$ cat config.mk
export PLATFORM = sky130hd
export DESIGN_NAME = aptrc_ctrl
export DESIGN_NICKNAME = d
export VERILOG_FILES = /design/src/hdl/aptrc_pkg.sv /design/src/hdl/aptrc_ctrl.sv
export SDC_FILE = /design/constraint.sdc
export NUM_CORES = 1
export LEC_CHECK = 0
export BUFFER_PORTS_ARGS = -buffer_cell sky130_fd_sc_hd__buf_2
export CAP_MARGIN = 20
export CORE_AREA = 3 3 40 42
export DETAILED_ROUTE_END_ITERATION = 16
export DIE_AREA = 0 0 43 45
export GPL_TIMING_DRIVEN = 0
export SYNTH_ARGS = -nofsm -noshare
export SYNTH_HDL_FRONTEND = slang
export SYNTH_SLANG_ARGS = --single-unit
$ cat constraint.sdc
create_clock -name i_clk -period 2 [get_ports i_clk]
set_input_delay 0.1 -clock i_clk [delete_from_list [all_inputs] [get_ports i_clk]]
set_output_delay 0.1 -clock i_clk [all_outputs]
set_load 0.005 [all_outputs]
$ cat src/hdl/aptrc_pkg.sv
`timescale 1ns / 1ps
`default_nettype none
// ----------------------------------------------------------------------------
// aptrc_pkg
// Shared types and constants of the box table with overlap count.
// ----------------------------------------------------------------------------
package aptrc_pkg;

    localparam int CAPACITY = 64;
    localparam int ADDR_W   = $clog2(CAPACITY);
    localparam int COUNT_W  = 7;

    localparam logic [ADDR_W-1:0]  LAST_IDX  = ADDR_W'(CAPACITY - 1);
    localparam logic [COUNT_W-1:0] COUNT_MAX = '1;

    typedef enum logic [1:0] {
        OP_INSERT = 2'd0,
        OP_REMOVE = 2'd1,
        OP_CLEAR  = 2'd2,
        OP_QUERY  = 2'd3
    } t_op;

    typedef enum logic [1:0] {
        S_IDLE,
        S_SCAN,
        S_DONE
    } t_state;

    typedef struct packed {
        logic        [31:0] key;
        logic signed [31:0] lo_x;
        logic signed [31:0] lo_y;
        logic signed [31:0] lo_z;
        logic signed [31:0] hi_x;
        logic signed [31:0] hi_y;
        logic signed [31:0] hi_z;
    } t_entry;

    localparam int ENTRY_W = $bits(t_entry);

    typedef struct packed {
        logic load;
        logic scan;
        logic finish;
    } t_cmd;

    typedef struct packed {
        logic is_clear;
        logic scan_done;
        logic out_free;
    } t_sts;

endpackage
`default_nettype wire

$ cat src/hdl/aptrc_ctrl.sv
`timescale 1ns / 1ps
`default_nettype none
// ----------------------------------------------------------------------------
// aptrc_ctrl
// Sequencer: accepts an item, runs the table scan (skipped for clear), commits the result.
// ----------------------------------------------------------------------------
module aptrc_ctrl (
    input  wire logic            i_clk,
    input  wire logic            i_rst_n,
    input  wire logic            i_valid,
    output logic                 o_stall,
    input  wire aptrc_pkg::t_sts i_sts,
    output aptrc_pkg::t_cmd      o_cmd
);

    import aptrc_pkg::*;

    t_state r_state;
    t_state n_state;

    always_ff @(posedge i_clk) begin
        if (!i_rst_n) begin
            r_state <= S_IDLE;
        end else begin
            r_state <= n_state;
        end
    end

    always_comb begin
        n_state = r_state;
        o_cmd   = '0;
        o_stall = 1'b1;
        case (r_state)
            S_IDLE: begin
                o_stall   = 1'b0;
                o_cmd.load = i_valid;
                if (i_valid) begin
                    n_state = i_sts.is_clear ? S_DONE : S_SCAN;
                end
            end
            S_SCAN: begin
                o_cmd.scan = 1'b1;
                if (i_sts.scan_done) begin
                    n_state = S_DONE;
                end
            end
            S_DONE: begin
                if (i_sts.out_free) begin
                    o_cmd.finish = 1'b1;
                    n_state      = S_IDLE;
                end
            end
            default: begin
                n_state = S_IDLE;
            end
        endcase
    end

endmodule
`default_nettype wire

# Yosys cells after proc, flatten, opt, wreduce, memory -nomap -nowiden
# Index checks and enable logic that the tools add are counted.
op_classes:
  add_sub_neg: 0
  n_mul: 0
  div_mod_pow: 0
  n_lt_le_gt_ge: 0
  eq_ne: 5
  n_shift: 0
  n_mux: 10
  bitwise_logic: 0
  reduce_logical: 2
ops:
  columns: ["cell", "n"]
  rows:
  - ["2-to-1 mux 2 bit", 4]
  - ["inequality test 2 bit, second input constant", 3]
  - ["one-hot mux 2 bit (3 select lines)", 1]
  - ["2-to-1 mux 1 bit", 5]
  - ["AND reduction 3 bit", 1]
  - ["equality test 2 x 1 -> 1 bit, second input constant", 1]
  - ["equality test 2 bit, second input constant", 1]
  - ["logical NOT 2 bit", 1]
totals:
  regBits: 2
  latchBits: 0
  mem_bits_rw: 0
  rom_bits: 0
  out_inout_bits: 4
  elab_cells: 18
  mem_count: 0

# Longest topological paths before layout
# Gate-level depths: netlist of run 1.
depth:
  ltp_word: 3
  ltp_mapped: 2
  mapped_depth_nobuf: 2

# Worst setup path after synthesis of run 1
# Ideal clock, no wire load.
synth_path:
  path_kind: "reg-to-reg"
  from: "register r_state[0]"
  to: "register r_state[1]"
  t_arrival_ns: 0.839
  path_slack_ns: 1.039
  stages_incl_launch_ff: 3
  path_cell_list: "dfxtp_1 -> and3b_1 -> o311a_1"
synth_between:
  elab_chain_cells: 3
synth_rtl:
  columns: ["element", "line_no", "text"]
  rows:
  - ["start, declared", "aptrc_ctrl.sv:18", "t_state r_state;"]
  - ["start signal, assigned", "aptrc_ctrl.sv:25", "r_state <= n_state;"]
  - ["equality test 2 x 1 -> 1 bit (tied with other cells)", "aptrc_ctrl.sv:33", "case (r_state)"]
  - ["inequality test 2 bit (no source line)", null, null]
  - ["AND reduction 3 bit (no source line)", null, null]
# Several ways; a longest one is shown, not always the timed one.
# A chain may end at the register's enable or synchronous reset.

==> impl_metrics.env, run 1 <==
export IMPL_status="complete, no violations"
export IMPL_synth_top_area_cell="dfxtp_1"
export IMPL_gp_congestion=0.586
export IMPL_rr_worst_depth=2
export IMPL_synthTopCellsByArea="dfxtp_1 31%, and3b_2 7.8%, o311a_1 7.8%, and3b_1 6.8%, or3b_1 6.8%"
export IMPL_drv_cap=0
export IMPL_dieWidth_um=43
export IMPL_core_sq_mm=0.00128
export IMPL_drt_iter0_markers=2
export IMPL_ys_ff_latch=2
export IMPL_finClkSkew_ps=1.95
export IMPL_min_path_cells=2
export IMPL_die_h_um=45
export IMPL_critPathLaunchType="register"
export IMPL_rsz0062_at_grt="no"
export IMPL_areaGrowthSynthToFinish_pct=67.0
export IMPL_grt_antenna_before_repair=0
export IMPL_fin_area_sq_um=215
export IMPL_clock_sinks=2
export IMPL_postPlaceCellArea_sq_um=193
export IMPL_required_ps=1900
export IMPL_slowest_delay_ps=330
export IMPL_cts_resized=0
export IMPL_finalHoldViolCount=0
export IMPL_synth_cells=15
export IMPL_ant_nets=0
export IMPL_p_sw_share_pct=21.8
export IMPL_worstHoldStart="i_rst_n"
export IMPL_holdBufCountCts=0
export IMPL_async_flop_share_pct=0
export IMPL_syn_area_per_cell_sq_um=8.59
export IMPL_grtUsageTotal_pct=3.90
export IMPL_min_to="r_state[1]"
export IMPL_cp_slowest_cell="dfxtp_1"
export IMPL_finalMaxSlewViolations=0
export IMPL_setup_viol=0
export IMPL_clock_latency_ps=220
export IMPL_first_pass_iters=2
export IMPL_port_buffers=9
export IMPL_power_uw=161
export IMPL_overflow=0
export IMPL_worstMarginPinSlew_ps=172
export IMPL_fmax_mhz=919
export IMPL_power_switching_uw=35.1
export IMPL_dieArea_sq_mm=0.00194
export IMPL_pre_cts_ws_ps=972
export IMPL_yosysWarnings=0
export IMPL_post_cts_buffers=0
export IMPL_yosysMostFrequentCell="dfxtp_1"
export IMPL_cts_tree="done"
export IMPL_pwr_share_clk_pct=54.4
export IMPL_viasPerCell=3.52
export IMPL_nets=35
export IMPL_clockBufferDepth=2
export IMPL_cts_clk_slew_worst_paths_ps=30
export IMPL_r2r_end="r_state[1]"
export IMPL_fin_crit_sh_pct=54.4
export IMPL_cts_root_buf="clkbuf_4"
export IMPL_netlist_area_sq_um=129
export IMPL_num_rows=13
export IMPL_grt_pass1_wl_um=462
export IMPL_synth_edf_count=0
export IMPL_seqPwrFrac_pct=29.2
export IMPL_cts_buffers=3
export IMPL_fin_ws_ps=911
export IMPL_comb_power_share_pct=16.4
export IMPL_synth_top_flop_cell="dfxtp_1"
export IMPL_setup_tns_final_ps=0
export IMPL_vias=148
export IMPL_cts_htree_levels=1
export IMPL_wl_um=317
export IMPL_yosysSeqAreaShare_pct=31.1
export IMPL_rr_startpoint="r_state[0]"
export IMPL_critPathKind="register to output port"
export IMPL_drc_errors=0
export IMPL_ir_worst_vdd_mv=0.157
export IMPL_reg_top3="r_state x2"
export IMPL_drive_gt1_share_pct=51.9
export IMPL_largest_reg_flops=2
export IMPL_p_leak_uw=0.000116
export IMPL_hold_path_class="primary input to register"
export IMPL_reg2reg_slack_ps=980
export IMPL_path_cells="or2_1, nor2_1, buf_2"
export IMPL_synthDistinctLibCells=14
export IMPL_antennaDiodeCount=0
export IMPL_pin_count=10
export IMPL_hold_ws_ps=126
export IMPL_p_int_uw=126
export IMPL_fin_crit_ps=1090
export IMPL_fillers=147
export IMPL_crit_fanout=6
export IMPL_netlist_area_leader_share_pct=31.1
export IMPL_powerDensity_mw_per_mm2=748
export IMPL_grt_max_degree=9
export IMPL_post_drt_wl_per_cell_um=7.55
export IMPL_arrival_ps=990
export IMPL_slew_headroom_pct=88.5
export IMPL_setup_worst_path_end_class="output port"
export IMPL_start_util_pct=10.0
export IMPL_grt_pass1_vias=127
export IMPL_syn_nets=21
export IMPL_max_flop_register="r_state"
==> area by class of cell <==
class / instances / area, sq um / share of cell area (%)
tap: 15 / 18.8 / 8.72
multi-input combinational: 12 / 85.1 / 39.5
sequential: 2 / 40.0 / 18.6
inverter: 1 / 3.75 / 1.74
clock buffer: 3 / 22.5 / 10.5
timing repair buffer: 9 / 45.0 / 20.9
==> worst max path at each step <==
stage,from,end,slack [ps],depth (start not counted)
4_1_cts,r_state[1],o_cmd[2],880,3
5_1_grt,r_state[1],o_cmd[2],830,3
3_3_place_gp,r_state[0],r_state[1],970,2
2_1_floorplan,r_state[0],r_state[1],1040,2
3_5_place_dp,r_state[0],r_state[1],970,2
6_report,r_state[1],o_cmd[2],910,3
==> critical path: cells and delay by family, from the launching register on <==
kind                   cells  cell delay (ps)
buffers and inverters      1              110
DFF                        1              330
and+or+nand+nor            2              320
==> power groups by stage <==
stage	registers, uW	logic [uW]	clock network, uW
2_1_floorplan	46.6	13.8	0
3_3_place_gp	47.7	26.6	0
3_5_place_dp	47.6	27.0	0
4_1_cts	47.0	27.1	95.6
5_1_grt	47.7	29.3	101
6_report	47.0	26.4	87.6
==> layout by cell type, fill, tap and decap left out <==
cell type | netlist | final
buf_2 | 0 | 9
clkbuf_4 | 0 | 3
dfxtp_1 | 2 | 2
or2_1 | 1 | 1
nor2b_1 | 1 | 1
and3b_2 | 1 | 1
inv_1 | 1 | 1
nor2_1 | 1 | 1
or2b_1 | 1 | 1
or3b_1 | 1 | 1
nand2b_1 | 1 | 1
a21oi_1 | 1 | 1
and3b_1 | 1 | 1
and2_2 | 1 | 1
o21ai_0 | 1 | 1
o311a_1 | 1 | 1
==> metal layers <==
metal	share of wire [%]	routed length (um)	global-route usage [%]
met1	43	136	3.11
met2	49	156	4.49
met3	7.6	24	2.79
met4	0	0	7.23
met5	0	0	0
==> kinds of logic after synthesis <==
| group | share of synthesized area, % |
|---|---|
| simple gates | 50.5 |
| flops | 31.1 |
| compound gates | 15.5 |
| buf+inv | 2.91 |
==> metrics by stage <==
step	cells	util (%)
final	42	16.7
after global routing	42	16.7
after CTS	42	16.7
after detailed placement	39	15.0
after global placement	39	15.0
after floorplan	15	-
(Power assumes the default switching activity.)
==> run 2: changes to the inputs <==
==> constraint.sdc (replaced) <==
create_clock -name i_clk -period 1 [get_ports i_clk]
set_input_delay 0.05 -clock i_clk [delete_from_list [all_inputs] [get_ports i_clk]]
set_output_delay 0.05 -clock i_clk [all_outputs]
set_load 0.005 [all_outputs]
==> run 2 against run 1 <==
The run now ends with setup timing left. Power up 100%. Non-clock buffer count up 1. Via count up 4.1%. First-iteration DRC count unchanged. Sequential power up 97%. Global-route usage unchanged. Register-to-register slack worse by 940 ps. Die area unchanged. Hold slack worse by 58 ps. Count of clock-buffer cells in the layout unchanged.
==> impl_metrics.env, run 2 (synthesized netlist as in run 1, its figures left out) <==
export IMPL_cp_startpoint="r_state[0]"
export IMPL_crit_buf_inv=1
export IMPL_cts_tree="done"
export IMPL_fmax_mhz=968
export IMPL_cts_root_buf="clkbuf_4"
export IMPL_rsz0062_at_grt="yes"
export IMPL_dieArea_sq_mm=0.00194
export IMPL_grt_pass1_wl_um=462
export IMPL_ir_worst_vdd_mv=0.318
export IMPL_hold_path_class="primary input to register"
export IMPL_worstHoldStart="i_rst_n"
export IMPL_cts_clk_slew_worst_paths_ps=30
export IMPL_status="complete, but fails checks"
export IMPL_critPathLaunchType="register"
export IMPL_cp_slowest_cell="dfxtp_4"
export IMPL_fin_ws_ps=-32.6
export IMPL_grt_max_degree=9
export IMPL_wl_um=343
export IMPL_drc_errors=0
export IMPL_viasPerCell=3.58
export IMPL_setup_worst_path_end_class="output port"
export IMPL_start_util_pct=10.0
export IMPL_clock_latency_ps=220
export IMPL_overflow=0
export IMPL_finalMaxSlewViolations=0
export IMPL_die_h_um=45
export IMPL_path_cells="or2_1, nor2_1, buf_2"
export IMPL_p_leak_uw=0.000122
export IMPL_drive_gt1_share_pct=60.7
export IMPL_port_buffers=9
export IMPL_critPathKind="register to output port"
export IMPL_holdBufCountCts=0
export IMPL_areaGrowthSynthToFinish_pct=76.7
export IMPL_final_common_cell="buf_2"
export IMPL_powerDensity_mw_per_mm2=1440
export IMPL_slowest_delay_ps=350
export IMPL_layout_common_cells="9 x buf_2, 3 x clkbuf_4"
export IMPL_busiest_layer="met4"
export IMPL_antennaDiodeCount=0
export IMPL_gr_usage_met2_pct=4.49
export IMPL_violations="setup timing"
export IMPL_seqCellArea_sq_um=45.0
export IMPL_num_rows=13
export IMPL_largest_reg_flops=2
export IMPL_finClkSkew_ps=2.04
export IMPL_worstMarginPinSlew_ps=150
export IMPL_dieWidth_um=43
export IMPL_ant_nets=0
export IMPL_pin_count=10
export IMPL_grtUsageTotal_pct=3.90
export IMPL_grt_pass1_vias=127
export IMPL_multi_input_area_sq_um=85.1
export IMPL_fin_crit_sh_pct=103
export IMPL_cts_htree_levels=1
export IMPL_reg_top3="r_state x2"
export IMPL_postPlaceCellArea_sq_um=193
export IMPL_rr_startpoint="r_state[0]"
export IMPL_setup_tns_final_ps=-32.6
export IMPL_crit_family="flip-flops"
export IMPL_core_sq_mm=0.00128
export IMPL_post_drt_wl_per_cell_um=7.98
export IMPL_final_util_pct=17.7
export IMPL_finalHoldViolCount=0
export IMPL_first_pass_iters=2
export IMPL_clock_sinks=2
export IMPL_drv_cap=0
export IMPL_gp_congestion=0.586
export IMPL_max_flop_register="r_state"
export IMPL_arrival_ps=980
export IMPL_fin_crit_ps=1030
export IMPL_drt_iter0_markers=2
export IMPL_grt_antenna_before_repair=0
export IMPL_cts_buffers=3
export IMPL_required_ps=950
export IMPL_fin_area_sq_um=228
export IMPL_slew_headroom_pct=89.9
export IMPL_power_uw=328
export IMPL_clockBufferDepth=2
export IMPL_grt_use_met3_pct=2.79
export IMPL_fillers=150
export IMPL_vias=154
export IMPL_nets=36
export IMPL_grt_util_met1_pct=3.11
export IMPL_crit_fanout=8
export IMPL_setup_viol=1
-- run 2: changes by cell type in the layout (fill, tap and decap cells not counted), sizes merged --
cell  before  now
buf        9   10
-- run 2: per-stage QoR --
stage	hold slack (ps)	std cells	worst slack, ps
6_report	68.5	43	-32.6
4_1_cts	59.5	42	-53.6
3_3_place_gp	305	39	-26.2
2_1_floorplan	171	15	39.1
3_5_place_dp	308	39	-27.9
5_1_grt	63.0	43	-95.8
-- run 2: report_power, final --
group	internal [uW]	leakage (uW)	switching, uW	total (uW)
clock network	132	0.0000138	42.9	175
logic	37.5	0.0000907	23.3	60.8
registers	86.7	0.0000175	5.78	92.4
total	256	0.000122	72.0	328
-- run 2: area by class of cell --
class	count	area share [%]
repair buffers	10	23.1
inverters	1	1.65
flip-flops and latches	2	19.8
clock buffers	3	9.89
multi-input cells	12	37.4
well taps	15	8.24
-- run 2: worst paths after layout --
check                    end  slack, ps  depth (start not counted)
setup / recovery    o_cmd[2]        -30                          3
hold / removal    r_state[1]         70                          2
setup reg to reg  r_state[1]         40                          2
hold reg to reg   r_state[0]        560                          2
-- run 2: what timing repair did --
item / CTS / global route
setup buffers: 0 / 1
endpoints found under the setup margin: 3 / 3
resized for setup: 2 / 1
-- run 2: metal layers --
layer	vias up	routed length, um
met5	-	0
met3	0	24
met4	0	0
li1	80	-
met1	69	152
met2	5	165
==> run 3: changes to the inputs <==
--- a/config.mk
+++ b/config.mk
@@ -7,9 +7,9 @@
 export LEC_CHECK = 0
 export BUFFER_PORTS_ARGS = -buffer_cell sky130_fd_sc_hd__buf_2
 export CAP_MARGIN = 20
-export CORE_AREA = 3 3 40 42
+export CORE_AREA = 2 2 39 41
 export DETAILED_ROUTE_END_ITERATION = 16
-export DIE_AREA = 0 0 43 45
+export DIE_AREA = 0 0 41 43
 export GPL_TIMING_DRIVEN = 0
 export SYNTH_ARGS = -nofsm -noshare
 export SYNTH_HDL_FRONTEND = slang
==> run 3 against run 2 <==
The flow still finishes with violations (setup timing). Global-route usage rose by 1.2 points. Final cell count is the same. Maximum frequency is 0.96% higher. Power is 0.13% higher. Via count is 5.8% lower. Cell area down 2.2%. Setup slack better by 9.8 ps. Wire length is 0.29% lower. Clock skew down 1.3 ps. Sequential share of layout area decreased by 0.68 points. First-iteration DRC count fell by 100%. Die area decreased by 8.9%. Critical path type unchanged.
==> impl_metrics.env, run 3 (synthesized netlist as in run 1, its figures left out) <==
export IMPL_slew_headroom_pct=88.3
export IMPL_drc_errors=0
export IMPL_start_util_pct=9.31
export IMPL_die_h_um=43
export IMPL_port_buffers=9
export IMPL_grt_antenna_before_repair=0
export IMPL_slowest_delay_ps=320
export IMPL_final_util_pct=16.1
export IMPL_cp_slowest_cell="dfxtp_2"
export IMPL_arrival_ps=970
export IMPL_critPathKind="register to output port"
export IMPL_postPlaceCellArea_sq_um=194
export IMPL_clock_latency_ps=220
export IMPL_hold_path_class="primary input to register"
export IMPL_pin_count=10
export IMPL_fin_crit_sh_pct=102
export IMPL_clock_sinks=2
export IMPL_largest_reg_flops=2
export IMPL_layout_common_cells="9 x buf_2, 3 x clkbuf_4, 2 x dfxtp_2"
export IMPL_post_cts_buffers=0
export IMPL_cp_startpoint="r_state[1]"
export IMPL_areaGrowthSynthToFinish_pct=72.8
export IMPL_overflow=0
export IMPL_drive_gt1_share_pct=63.0
export IMPL_clockBufferDepth=2
export IMPL_first_pass_iters=1
export IMPL_p_leak_uw=0.000116
export IMPL_grt_max_degree=9
export IMPL_powerDensity_mw_per_mm2=1480
export IMPL_finalHoldViolCount=0
export IMPL_crit_fanout=6
export IMPL_cts_root_buf="clkbuf_4"
export IMPL_cts_htree_levels=1
export IMPL_reg_top3="r_state x2"
export IMPL_path_cells="or2_1, nor2_1, buf_2"
export IMPL_grtUsageTotal_pct=5.12
export IMPL_critPathCapture="o_cmd[2]"
export IMPL_required_ps=950
export IMPL_ir_worst_vdd_mv=0.238
export IMPL_reg2reg_slack_ps=30
export IMPL_fin_area_sq_um=223
export IMPL_crit_buf_inv=1
export IMPL_nets=35
export IMPL_antennaDiodeCount=0
export IMPL_violations="setup timing"
export IMPL_fin_cells=43
export IMPL_cts_buffers=3
export IMPL_dp_cells=40
export IMPL_finalMaxSlewViolations=0
export IMPL_finClkSkew_ps=0.790
export IMPL_post_drt_wl_per_cell_um=7.95
export IMPL_crit_family="flip-flops"
export IMPL_dieWidth_um=41
export IMPL_cts_clk_slew_worst_paths_ps=30
export IMPL_wl_um=342
export IMPL_setup_worst_path_end_class="output port"
export IMPL_drv_cap=0
export IMPL_critPathLaunchType="register"
export IMPL_r2r_end="r_state[1]"
export IMPL_rsz0062_at_grt="yes"
export IMPL_max_flop_register="r_state"
export IMPL_gp_congestion=0.534
export IMPL_setup_tns_final_ps=-22.8
export IMPL_ant_nets=0
export IMPL_status="complete, but fails checks"
export IMPL_core_sq_mm=0.00138
export IMPL_rr_startpoint="r_state[0]"
export IMPL_hold_ws_ps=71.7
export IMPL_worstHoldStart="i_rst_n"
export IMPL_viasPerCell=3.37
export IMPL_fin_ws_ps=-22.8
export IMPL_fin_crit_ps=1020
export IMPL_rr_worst_depth=2
export IMPL_dieArea_sq_mm=0.00176
export IMPL_grt_pass1_wl_um=496
export IMPL_num_rows=14
export IMPL_cts_tree="done"
export IMPL_drt_iter0_markers=0
export IMPL_final_common_cell="buf_2"
export IMPL_vias=145
export IMPL_setup_viol=1
export IMPL_worstMarginPinSlew_ps=173
export IMPL_cp_depth=3
export IMPL_fmax_mhz=978
export IMPL_grt_pass1_vias=154
run 3: cell count changes in the layout (fill, tap and decap cells not counted):
cell	before	now
a21oi_2	0	1
dfxtp_2	1	2
a21oi_1	1	0
dfxtp_4	1	0
buf_4	1	0
run 3: layout make-up:
type,instances,area (sq um)
Clock buffer,3,22.5
Tap cell,16,20.0
Sequential cell,2,42.5
Inverter,1,3.75
Multi-Input combinational cell,12,88.8
Timing Repair Buffer,9,45.0
Fill cell,168,1160
run 3: where the power goes:
part	switching, uW	internal [uW]
Combinational	21.4	33.7
Clock	45.7	132
Sequential	7.27	88.1
run 3: worst register-to-register path, stage by stage (launching register included):
cell	delay, ps
dfxtp_2	350
and3b_1	180
o311a_1	320
run 3: repair_timing:
action	CTS	global route
gates resized for setup	2	1
setup endpoints to repair	3	3
hold buffers	0	0
run 3: per-stage QoR:
stage	power, uW	setup WS, ps
finish	329	-22.8
global route	356	-86.4
CTS	344	-49.4
detailed placement	150	-30.2
global placement	148	-17.8
floorplan	121	39.1
run 3: how the worst min path moves through the flow:
stage	endpoint	slack, ps	cells after the start
floorplan	o_cmd[2]	170	2
global placement	r_state[1]	310	2
detailed placement	r_state[0]	310	3
CTS	r_state[0]	60	3
global route	r_state[1]	70	2
finish	r_state[1]	70	2
run 3: routing by layer:
layer / vias to the layer above / GRT usage, % / share of wire [%]
met2: 3 / 8.13 / 60
met5: - / 0 / 0
met1: 63 / 2.24 / 30
met4: 0 / 6.00 / 0
met3: 0 / 4.71 / 9.9
li1: 79 / - / -
